File: config.mk
export PLATFORM = sky130hd
export DESIGN_NAME = adc_trimmed_mean_averager_top
export DESIGN_NICKNAME = d
export VERILOG_FILES = /design/src/design/atma_pkg.sv /design/src/design/atma_ctrl.sv /design/src/design/atma_datapath.sv /design/src/design/adc_trimmed_mean_averager_top.sv
export SDC_FILE = /design/constraint.sdc
export NUM_CORES = 2
export LEC_CHECK = 0
export BUFFER_PORTS_ARGS = -buffer_cell sky130_fd_sc_hd__buf_2
export CAP_MARGIN = 10
export CORE_ASPECT_RATIO = 0.7
export CORE_MARGIN = 8
export CORE_UTILIZATION = 60
export DETAILED_ROUTE_END_ITERATION = 7
export PLACE_DENSITY = 0.87
export SYNTH_ARGS = -nofsm -noshare
export SYNTH_HDL_FRONTEND = slang
export SYNTH_HIERARCHICAL = 1
export SYNTH_SLANG_ARGS = --single-unit
File: constraint.sdc
create_clock -name clock -period 8.1 [get_ports clock]
set_input_delay 1.62 -clock clock [delete_from_list [all_inputs] [get_ports clock]]
set_output_delay 1.62 -clock clock [all_outputs]
set_load 0.03 [all_outputs]
File: src/design/atma_pkg.sv
package atma_pkg;

   localparam int SAMPLE_BITS  = 12;
   localparam int CHANNELS_DEF = 32;
   localparam int CHANNEL_W    = 5;
   localparam int COUNT_W      = 8;
   localparam int CNT_W        = COUNT_W + 1;
   localparam int SUM_W        = SAMPLE_BITS + CNT_W;
   localparam int TRIM_W       = SAMPLE_BITS + 1;
   localparam int WINDOW_EXTRA = 2;
   localparam int DIV_STEPS    = SUM_W;
   localparam int DIV_CNT_W    = $clog2(DIV_STEPS);
   localparam int CSR_INDEX_W  = 2;
   localparam int CSR_WORDS    = 4;
   localparam int CSR_DATA_W   = 64;

   localparam logic [SAMPLE_BITS-1:0] FULL_SCALE  = {SAMPLE_BITS{1'b1}};
   localparam logic [CSR_DATA_W-1:0]  COUNT_RESET = 64'h0A0A_0A0A_0A0A_0A0A;

   localparam logic [CSR_INDEX_W-1:0] CSR_COUNT_WORD_0 = 2'd0;
   localparam logic [CSR_INDEX_W-1:0] CSR_COUNT_WORD_1 = 2'd1;
   localparam logic [CSR_INDEX_W-1:0] CSR_COUNT_WORD_2 = 2'd2;
   localparam logic [CSR_INDEX_W-1:0] CSR_COUNT_WORD_3 = 2'd3;

   typedef struct packed {
      logic [CHANNEL_W-1:0]   channel;
      logic [SAMPLE_BITS-1:0] sample;
      logic                   measure_enable;
   } req_payload_type;

   typedef struct packed {
      logic [CHANNEL_W-1:0]   result_channel;
      logic [SAMPLE_BITS-1:0] average;
      logic                   average_updated;
   } rsp_payload_type;

   typedef struct packed {
      logic [SAMPLE_BITS-1:0] avg;
      logic [SUM_W-1:0]       sum;
      logic [CNT_W-1:0]       cnt;
      logic [SAMPLE_BITS-1:0] max;
      logic [SAMPLE_BITS-1:0] min;
   } entry_type;

   typedef struct packed {
      logic load;
      logic compute;
      logic div_load;
      logic div_step;
      logic finish;
   } cmd_type;

   typedef struct packed {
      logic complete;
      logic out_free;
   } status_type;

endpackage

File: src/design/atma_ctrl.sv
module atma_ctrl
   import atma_pkg::*;
(
   input  logic       clock,
   input  logic       reset,
   input  logic       req_valid,
   output logic       req_stall,
   input  status_type sts,
   output cmd_type    cmd
);

   localparam logic [2:0] S_IDLE   = 3'd0;
   localparam logic [2:0] S_LOOKUP = 3'd1;
   localparam logic [2:0] S_PREP   = 3'd2;
   localparam logic [2:0] S_DIV    = 3'd3;
   localparam logic [2:0] S_FINISH = 3'd4;

   logic [2:0]           state_ff, state_in;
   logic [DIV_CNT_W-1:0] div_cnt_ff, div_cnt_in;

   always_comb begin
      state_in   = state_ff;
      div_cnt_in = div_cnt_ff;
      cmd        = '0;
      case (state_ff)
         S_IDLE: begin
            if (req_valid) begin
               cmd.load = 1'b1;
               state_in = S_LOOKUP;
            end
         end
         S_LOOKUP: begin
            cmd.compute = 1'b1;
            state_in    = S_PREP;
         end
         S_PREP: begin
            if (sts.complete) begin
               cmd.div_load = 1'b1;
               div_cnt_in   = '0;
               state_in     = S_DIV;
            end else begin
               state_in = S_FINISH;
            end
         end
         S_DIV: begin
            cmd.div_step = 1'b1;
            div_cnt_in   = div_cnt_ff + 1'b1;
            if (div_cnt_ff == DIV_CNT_W'(DIV_STEPS - 1)) begin
               state_in = S_FINISH;
            end
         end
         S_FINISH: begin
            if (sts.out_free) begin
               cmd.finish = 1'b1;
               state_in   = S_IDLE;
            end
         end
         default: begin
            state_in = S_IDLE;
         end
      endcase
   end

   always_ff @(posedge clock) begin
      if (reset) begin
         state_ff   <= S_IDLE;
         div_cnt_ff <= '0;
      end else begin
         state_ff   <= state_in;
         div_cnt_ff <= div_cnt_in;
      end
   end

   assign req_stall = (state_ff != S_IDLE);

   a_accept_starts_lookup: assert property (@(posedge clock) disable iff (reset)
      (req_valid && !req_stall) |=> (state_ff == S_LOOKUP))
      else $error("accepted transaction did not start a lookup");

   a_divide_only_on_complete: assert property (@(posedge clock) disable iff (reset)
      (state_ff == S_DIV) |-> sts.complete)
      else $error("divider running without a completed window");

   a_finish_returns_idle: assert property (@(posedge clock) disable iff (reset)
      (state_ff == S_FINISH && sts.out_free) |=> (state_ff == S_IDLE))
      else $error("finished transaction did not return to idle");

endmodule

File: src/design/atma_datapath.sv
module atma_datapath
   import atma_pkg::*;
#(
   parameter int CHANNELS = CHANNELS_DEF
)
(
   input  logic                   clock,
   input  logic                   reset,
   input  req_payload_type        req_payload,
   input  logic                   csr_valid,
   input  logic                   csr_ready,
   input  logic [CSR_INDEX_W-1:0] csr_index,
   input  logic [CSR_DATA_W-1:0]  csr_data,
   output logic                   rsp_valid,
   input  logic                   rsp_stall,
   output rsp_payload_type        rsp_payload,
   input  cmd_type                cmd,
   output status_type             sts
);

   localparam int IDX_W = (CHANNELS > 1) ? $clog2(CHANNELS) : 1;
   localparam logic [CHANNEL_W:0] CH_LIMIT = (CHANNEL_W + 1)'(CHANNELS);

   localparam entry_type ENTRY_RESET = '{
      avg: '0, sum: '0, cnt: '0, max: '0, min: FULL_SCALE
   };

   entry_type win_mem [CHANNELS];

   logic [CSR_DATA_W-1:0] cfg_ff [CSR_WORDS];
   logic [CHANNELS-1:0]   valid_ff;
   req_payload_type       in_ff;
   entry_type             rd_word_ff;
   logic                  rd_valid_ff;
   entry_type             upd_ff, upd_in;
   logic                  complete_ff, complete_in;
   logic [COUNT_W-1:0]    n_ff, n_in;
   logic [SUM_W-1:0]      quo_ff, quo_in;
   logic [COUNT_W-1:0]    rem_ff, rem_in;
   logic                  rsp_valid_ff, rsp_valid_in;
   rsp_payload_type       rsp_payload_ff, rsp_payload_in;

   entry_type             cur;
   entry_type             new_entry;
   logic                  in_range;
   logic [IDX_W-1:0]      idx;
   logic [IDX_W-1:0]      req_idx;
   logic [CSR_DATA_W-1:0] count_word;
   logic [COUNT_W-1:0]    count_byte;
   logic [CNT_W-1:0]      limit;
   logic [TRIM_W-1:0]     trim;
   logic [SUM_W-1:0]      trim_ext;
   logic [CNT_W-1:0]      shifted;
   logic                  quo_bit;
   logic [SAMPLE_BITS-1:0] sat_avg;

   assign in_range = ({1'b0, in_ff.channel} < CH_LIMIT);
   assign idx      = in_ff.channel[IDX_W-1:0];
   assign req_idx  = req_payload.channel[IDX_W-1:0];
   assign cur      = rd_valid_ff ? rd_word_ff : ENTRY_RESET;

   always_ff @(posedge clock) begin
      if (reset) begin
         for (int w = 0; w < CSR_WORDS; w++) begin
            cfg_ff[w] <= COUNT_RESET;
         end
      end else if (csr_valid && csr_ready) begin
         case (csr_index)
            CSR_COUNT_WORD_0: cfg_ff[0] <= csr_data;
            CSR_COUNT_WORD_1: cfg_ff[1] <= csr_data;
            CSR_COUNT_WORD_2: cfg_ff[2] <= csr_data;
            CSR_COUNT_WORD_3: cfg_ff[3] <= csr_data;
            default: begin
            end
         endcase
      end
   end

   always_ff @(posedge clock) begin
      if (cmd.load) begin
         in_ff       <= req_payload;
         rd_word_ff  <= win_mem[req_idx];
         rd_valid_ff <= valid_ff[req_idx];
      end
      if (cmd.finish && in_range) begin
         win_mem[idx] <= new_entry;
      end
   end

   always_ff @(posedge clock) begin
      if (reset) begin
         valid_ff <= '0;
      end else if (cmd.finish && in_range) begin
         valid_ff[idx] <= 1'b1;
      end
   end

   always_comb begin
      count_word  = cfg_ff[in_ff.channel[CHANNEL_W-1:3]];
      count_byte  = count_word[in_ff.channel[2:0] * COUNT_W +: COUNT_W];
      n_in        = n_ff;
      upd_in      = upd_ff;
      complete_in = complete_ff;
      limit       = '0;
      if (cmd.compute) begin
         n_in       = (count_byte == '0) ? COUNT_W'(1) : count_byte;
         limit      = {1'b0, n_in} + CNT_W'(WINDOW_EXTRA);
         upd_in     = cur;
         upd_in.max = (in_ff.sample > cur.max) ? in_ff.sample : cur.max;
         upd_in.min = (in_ff.sample < cur.min) ? in_ff.sample : cur.min;
         upd_in.sum = cur.sum + SUM_W'(in_ff.sample);
         upd_in.cnt = cur.cnt + 1'b1;
         complete_in = in_ff.measure_enable && in_range && (upd_in.cnt >= limit);
      end
   end

   always_comb begin
      trim     = {1'b0, upd_ff.max} + {1'b0, upd_ff.min};
      trim_ext = SUM_W'(trim);
      shifted  = {rem_ff, quo_ff[SUM_W-1]};
      quo_bit  = (shifted >= {1'b0, n_ff});
      quo_in   = quo_ff;
      rem_in   = rem_ff;
      if (cmd.div_load) begin
         quo_in = (upd_ff.sum >= trim_ext) ? (upd_ff.sum - trim_ext) : '0;
         rem_in = '0;
      end else if (cmd.div_step) begin
         rem_in = quo_bit ? COUNT_W'(shifted - {1'b0, n_ff}) : shifted[COUNT_W-1:0];
         quo_in = {quo_ff[SUM_W-2:0], quo_bit};
      end
   end

   always_comb begin
      sat_avg   = (quo_ff > SUM_W'(FULL_SCALE)) ? FULL_SCALE : quo_ff[SAMPLE_BITS-1:0];
      new_entry = upd_ff;
      if (complete_ff || !in_ff.measure_enable) begin
         new_entry = ENTRY_RESET;
      end
      new_entry.avg = complete_ff ? sat_avg : cur.avg;

      rsp_valid_in   = rsp_valid_ff && rsp_stall;
      rsp_payload_in = rsp_payload_ff;
      if (cmd.finish) begin
         rsp_valid_in                   = 1'b1;
         rsp_payload_in.result_channel  = in_ff.channel;
         rsp_payload_in.average         = in_range ? new_entry.avg : '0;
         rsp_payload_in.average_updated = complete_ff;
      end
   end

   always_ff @(posedge clock) begin
      upd_ff         <= upd_in;
      n_ff           <= n_in;
      quo_ff         <= quo_in;
      rem_ff         <= rem_in;
      rsp_payload_ff <= rsp_payload_in;
   end

   always_ff @(posedge clock) begin
      if (reset) begin
         complete_ff  <= 1'b0;
         rsp_valid_ff <= 1'b0;
      end else begin
         complete_ff  <= complete_in;
         rsp_valid_ff <= rsp_valid_in;
      end
   end

   assign sts.complete = complete_ff;
   assign sts.out_free = !rsp_valid_ff || !rsp_stall;
   assign rsp_valid    = rsp_valid_ff;
   assign rsp_payload  = rsp_payload_ff;

   a_finish_into_free_slot: assert property (@(posedge clock) disable iff (reset)
      cmd.finish |-> (!rsp_valid_ff || !rsp_stall))
      else $error("result loaded over an untaken transaction");

   a_update_flag_in_range: assert property (@(posedge clock) disable iff (reset)
      (rsp_valid && rsp_payload.average_updated) |->
         ({1'b0, rsp_payload.result_channel} < CH_LIMIT))
      else $error("update reported for a channel outside the range");

   a_divisor_nonzero: assert property (@(posedge clock) disable iff (reset)
      cmd.div_step |-> (n_ff != '0))
      else $error("divider started with a zero divisor");

endmodule

File: src/design/adc_trimmed_mean_averager_top.sv
// An accepted transaction passes through the lookup, prep and finish states, and also through
// the divide state when the sample completes a window; finish waits until the result slot is free.
// No new transaction is taken until the result is loaded; the bit-serial restoring divider
// takes one quotient bit per cycle over the 21-bit trimmed sum.
// Reset is synchronous: counts return to 10, every channel reads as an empty window with
// average 0 at once, and no clearing pass is needed.
module adc_trimmed_mean_averager_top
   import atma_pkg::*;
#(
   parameter int CHANNELS = CHANNELS_DEF
)
(
   input  logic                   clock,
   input  logic                   reset,
   input  logic                   req_valid,
   output logic                   req_stall,
   input  req_payload_type        req_payload,
   output logic                   rsp_valid,
   input  logic                   rsp_stall,
   output rsp_payload_type        rsp_payload,
   input  logic                   csr_valid,
   output logic                   csr_ready,
   input  logic [CSR_INDEX_W-1:0] csr_index,
   input  logic [CSR_DATA_W-1:0]  csr_data
);

   cmd_type    cmd;
   status_type sts;

   assign csr_ready = 1'b1;

   atma_ctrl u_ctrl (
      .clock     (clock),
      .reset     (reset),
      .req_valid (req_valid),
      .req_stall (req_stall),
      .sts       (sts),
      .cmd       (cmd)
   );

   atma_datapath #(
      .CHANNELS (CHANNELS)
   ) u_datapath (
      .clock       (clock),
      .reset       (reset),
      .req_payload (req_payload),
      .csr_valid   (csr_valid),
      .csr_ready   (csr_ready),
      .csr_index   (csr_index),
      .csr_data    (csr_data),
      .rsp_valid   (rsp_valid),
      .rsp_stall   (rsp_stall),
      .rsp_payload (rsp_payload),
      .cmd         (cmd),
      .sts         (sts)
   );

endmodule

== Word-level counts from Yosys, hierarchy flattened ==
Memory sizes are Yosys's and may differ from the RTL's. A register that Yosys moved wholly into a read port is not among the register bits.
Index checks and enable logic that the tools add are counted.
Word-level totals
  register bits after elaboration: 170
  memory bits (writable): 2368
  input bits: 89
  output and inout bits: 21
  memories kept: 2
Memories
  u_datapath.win_mem: depth 32, width 66, read ports 1, clocked after Yosys merged registers in 1, write ports 1, RTL line atma_datapath.sv:28  | entry_type win_mem [CHANNELS];
  u_datapath.cfg_ff: depth 4, width 64, read ports 1, clocked after Yosys merged registers in 1, write ports 4, RTL line atma_datapath.sv:30  | logic [CSR_DATA_W-1:0] cfg_ff [CSR_WORDS];
Cells by class
  add/sub/neg operators: 7
  $lt $le $gt $ge: 9
  eq/ne operators: 12
  shifts and indexed selects: 1
  mux-type cells: 56
  bitwise gates (word level): 5
  reduce and logical (&&, ||, !) cells: 16
Operators by type and width (count)
  2-to-1 mux 64 bit: 4
  2-to-1 mux 66 bit: 1
  variable part select 64 x 7 -> 8 bit: 1
  2-to-1 mux 21 bit: 3
  2-to-1 mux 54 bit: 1
  2-to-1 mux 12 bit: 4
  OR 32 bit: 1
  2-to-1 mux 1 bit: 31
  adder 21 x 12 -> 21 bit: 1
  greater-or-equal comparator 21 x 13 -> 1 bit: 1
  > comparator 21 x 12 -> 1 bit, second input constant: 1
  subtractor 21 x 13 -> 21 bit: 1
  2-to-1 mux 8 bit: 2
  case mux 3 bit (5 select lines): 1
  adder 12 x 12 -> 13 bit: 1
  > comparator 12 bit: 1
  less-than comparator 12 bit: 1
  less-than comparator 5 x 6 -> 1 bit, second input constant: 2
  2-to-1 mux 3 bit: 4
  case mux 5 bit (2 select lines): 1
  adder 8 x 2 -> 9 bit, second input constant: 1
  adder 9 x 1 -> 9 bit, second input constant: 1
  greater-or-equal comparator 9 x 8 -> 1 bit: 1
  greater-or-equal comparator 9 bit: 1
  26 further kinds: 39

== Logic depth before layout (Yosys ltp) ==
  depth in word-level cells: 6
  depth in mapped cells: 20
  depth with buffers taken out: 19

== Hierarchy ==
Netlist, hierarchy kept.
Modules (own cells, without submodules)
  atma_datapath: instances 1, cells an instance 4772, area each 103194.0 µm²
  atma_ctrl: instances 1, cells an instance 63, area each 525.5 µm²
  adc_trimmed_mean_averager_top: instances 1, cells an instance 2, area each 11.3 µm²

== Worst setup path after synthesis ==
Ideal clock, no wire load.
  path kind: in2reg
  from: input port rsp_stall
  to: memory u_datapath/win_mem[23][0] in the netlist's numbering (enable)
  data arrival time: 6.763 ns
  required time: 7.608 ns
  slack: 0.845 ns
  cell stages on the path: 5
  cell sequence: nand2_1 nand2_1 nor3_1 nand3_1 nor2_1
RTL lines
  start: declaration: RTL line adc_trimmed_mean_averager_top.sv:19  | input logic rsp_stall,
  end: declaration: RTL line atma_datapath.sv:28

==> summary.md <==
| Metric | Value |
|---|---|
| Status | `finished clean` |
| Maximum clock insertion buffer count | `3` |
| Synthesis warning total | `6` |
| CTS resizes | `0` |
| Worst Hold Class | `flip-flop to flip-flop` |
| Ports | `110` |
| CTS Sinks | `~2600` |
| Remaining Overflow, GRT | `0` |
| DRT iter0 DRCs | `9141` |
| Max rail drop VDD | `about 0.25 mV` |
| Top_reg_cell synth | `edfxtp_1` |
| Fin nets | `about 5200` |
| GRT Total Usage | `approximately 30%` |
| Final WL | `about 280000 um` |
| Clock skew | `around 0.047 ns` |
| Arrival @ worst endpoint | `about 6.4 ns` |
| Post-CTS Setup Bufs | `0` |
| Yosys reg bits | `approximately 2600` |
| Hold buffers post-CTS | `0` |
| RSZ-0062 raised after global routing | `false` |
| Setup TNS | `0 ns` |
| Die X-Extent | `~510 um` |
| Initial core utilization | `between 60% and 70%` |
| Pins Over Slew Limit | `0` |
| Port Buf Inserts | `approximately 110` |
| Final Total Pwr | `28.3 mW` |
| Worst-Margin Slew | `approximately 1.3 ns` |
| DIE AREA | `0.187 mm^2` |
| First-pass GRT wire length | `roughly 400000 um` |
| Relative slew slack | `10.2%` |
| Via density | `roughly 7.3` |
| Clk pin slew, worst setup/hold paths | `~0.070 ns` |
| # Max-Cap Violations | `0` |
| Core Box Area | `0.171 mm^2` |
| Clock Latency Late Sink | `0.90 ns` |
| Synth unique cells | `70` |
| Routed wire length per instance | `~38 um` |
| Worst EP required | `just under 9 ns` |
| WS Path Type | `flip-flop to flip-flop` |
| Initial antenna violation count | `18` |
| Largest net degree at the start of global routing | `137` |
| Leak | `about 37 nW` |
| Mean Syn Cell Area | `21.4 um^2` |
| Post-Syn Instances | `roughly 4800` |
| Number of CTS-inserted buffers | `218` |
| Via count | `roughly 54000` |
| RePlAce Congestion | `between 0.8 and 0.9` |
| FP Rows | `around 130` |
| Layout cells sized above 1 | `between 20% and 30%` |
| Drt pass-1 iters | `8` |
| Met3 wire len | `between 30000 and 40000 um` |
| Setup Viol. Count Final | `0` |
| Final worst-path cycle share | `a little over two thirds` |
| Mapped cell area | `between 0.1 and 0.15 mm^2` |
| Number of enable flip-flop cells after synthesis | `roughly 2600` |
| CTS tree | `done` |
| CP endpoint kind | `flip-flop` |
| Fmax | `0.174 GHz` |
| Clock Tree Root | `clkbuf_16` |
| Register area share after synthesis | `approximately three quarters` |
| CP Max Fanout | `63` |
| Die Y | `about 360 um` |
| Highest Signal Layer | `met5` |
| Antenna-violating nets left | `0` |
| DRC violations left | `0` |
| Detailed placement HPWL | `between 100000 and 150000 um` |
| Depth of the CTS H-tree | `4` |
| Startpoint types | `flip-flop` |
| Pwr Density | `roughly 250 mW/mm^2` |
| Area growth syn-to-layout | `10.8%` |
| Met2 Wirelength | `137000 um` |
| Tmin final | `~5.7 ns` |
| Final Hold Fails | `0` |
| M1 WL | `between 90000 and 100000 um` |
| Synth async-reset ratio | `0%` |
| Reg2reg setup slack | `between 2 and 2.5 ns` |
| Vias in the first global route | `~55000` |
-- layer usage --
layer / up-vias / track usage, %
met2: 5129 / 48.4
met3: 949 / 7.56
met5: - / 0
met4: 8 / 13.2
met1: 27900 / 38.7
li1: 20400 / -
-- cell usage after synthesis, drive strengths merged (3+ instances only) --
cell     instances  share of area [%]
a2111oi          3              0.025
a211oi          17               0.12
a21o            24               0.17
a21oi           69               0.33
a22oi            4              0.029
a31o             3              0.025
a31oi            7              0.042
and2           261                1.6
and3             7              0.042
and4             4              0.034
buf             80               0.40
clkbuf         168               0.61
dfxtp           52                1.0
edfxtp        2554                 74
fa               4              0.077
ha              81               0.98
inv             57               0.21
mux2            71               0.77
mux2i           47               0.45
mux4           732                 16
nand2           50               0.18
nand2b          58               0.35
nand3           39               0.19
nand3b          10              0.072
nand4           13              0.078
nor2           149               0.54
nor2b           40               0.24
nor3            21               0.10
o21a             9              0.065
o21ai           41               0.20
o21bai           7              0.051
o22ai           10              0.060
o31a             4              0.034
or2             10              0.060
or3             39               0.24
or3b             3              0.025
or4              5              0.036
xnor2           34               0.29
xor2            18               0.15
-- cell type report --
cell class              instances  area (um^2)
inverters                      57          214
well taps                    2257         2820
flip-flops and latches       2606        77700
repair buffers                225         1830
fillers                      9705        56600
clock buffers                 267         5710
diodes                          6         15.0
clock inverters               138         1390
multi-input cells            1928        25200
-- flip-flops by register name (all words and copies together), names as in the netlist, named ones only --
| name | count |
|---|---|
| u_datapath/idx | 5 |
| u_datapath/complete_ff | 1 |
| u_datapath/valid_ff | 32 |
| u_datapath/cfg_ff | 256 |
| u_datapath/upd_ff | 54 |
| u_datapath/n_ff | 8 |
| u_datapath/rem_ff | 8 |
| u_datapath/rd_valid_ff | 1 |
| u_datapath/rsp_payload | 18 |
| u_datapath/in_ff | 13 |
| u_datapath/quo_ff | 21 |
| u_datapath/rsp_valid | 1 |
| u_datapath/win_mem | 2112 |
| u_datapath/rd_word_ff | 66 |
| u_ctrl/div_cnt_ff | 5 |
| u_ctrl/state_ff | 3 |
-- path summary, 6_finish.rpt --
path | start | end | depth (start not counted)
worst max-delay path | flip-flop | u_datapath/complete_ff | 16
worst min-delay path | u_datapath/valid_ff[21] | u_datapath/valid_ff[21] | 2
worst max register to register | flip-flop | u_datapath/complete_ff | 16
worst min register to register | u_datapath/valid_ff[21] | u_datapath/valid_ff[21] | 2
-- critical path, cell delays in order (launching register included) --
cell and delay [ns]:
dfxtp_4 0.47, buf_4 0.77, mux4_2 0.60, a2111oi_0 0.92
or4_1 0.25, inv_1 0.10, or4_1 0.55, o41ai_2 0.30
ha_1 0.29, nand2b_1 0.15, a21oi_1 0.22, nor2b_1 0.09
o21ai_0 0.30, a21oi_1 0.10, o21ai_0 0.21, a21o_1 0.16
a21oi_1 0.06
-- layout by cell type, fill, tap and decap left out, drive strengths merged, types with 58 or more instances in the layout --
cell	netlist	routed
a21oi	69	69
and2	261	261
buf	80	224
clkbuf	168	268
clkinv	0	92
edfxtp	2554	2554
ha	81	81
inv	57	69
mux2	71	71
mux4	732	732
nand2b	58	58
nor2	149	149
-- where the power goes --
group / switching [mW] / leakage [nW] / total [mW] / internal, mW
sequential: 0.139 / 23.8 / 15.3 / 15.2
combinational: 1.41 / 9.56 / 2.28 / 0.868
clock: 4.97 / 3.46 / 10.7 / 5.77
total: 6.52 / 36.8 / 28.3 / 21.8
-- kinds of logic after synthesis --
kind of cell / share of synthesized area [%]
muxes: 17.2
DFF: 74.9
other: 0.00362
xor gates and xnor gates: 0.439
buffers and inverters: 1.22
adders and majority gates: 1.05
and+or+nand+nor: 3.86
AOI/OAI and AO/OA: 1.33
-- per-stage QoR --
step	cell area (um^2)	utilization, %	hold WS (ns)	worst slack (ns)	std cells
after floorplan	104000	-	0.421	0.845	4839
after detailed placement	107000	62.7	0.469	2.67	7059
final	115000	67.0	0.493	2.36	7484
after CTS	115000	66.8	0.487	2.68	7464
after global placement	107000	62.7	0.444	2.72	7059
after global routing	115000	67.0	0.497	2.26	7483
No activity file was read; power rests on OpenSTA's default activity.
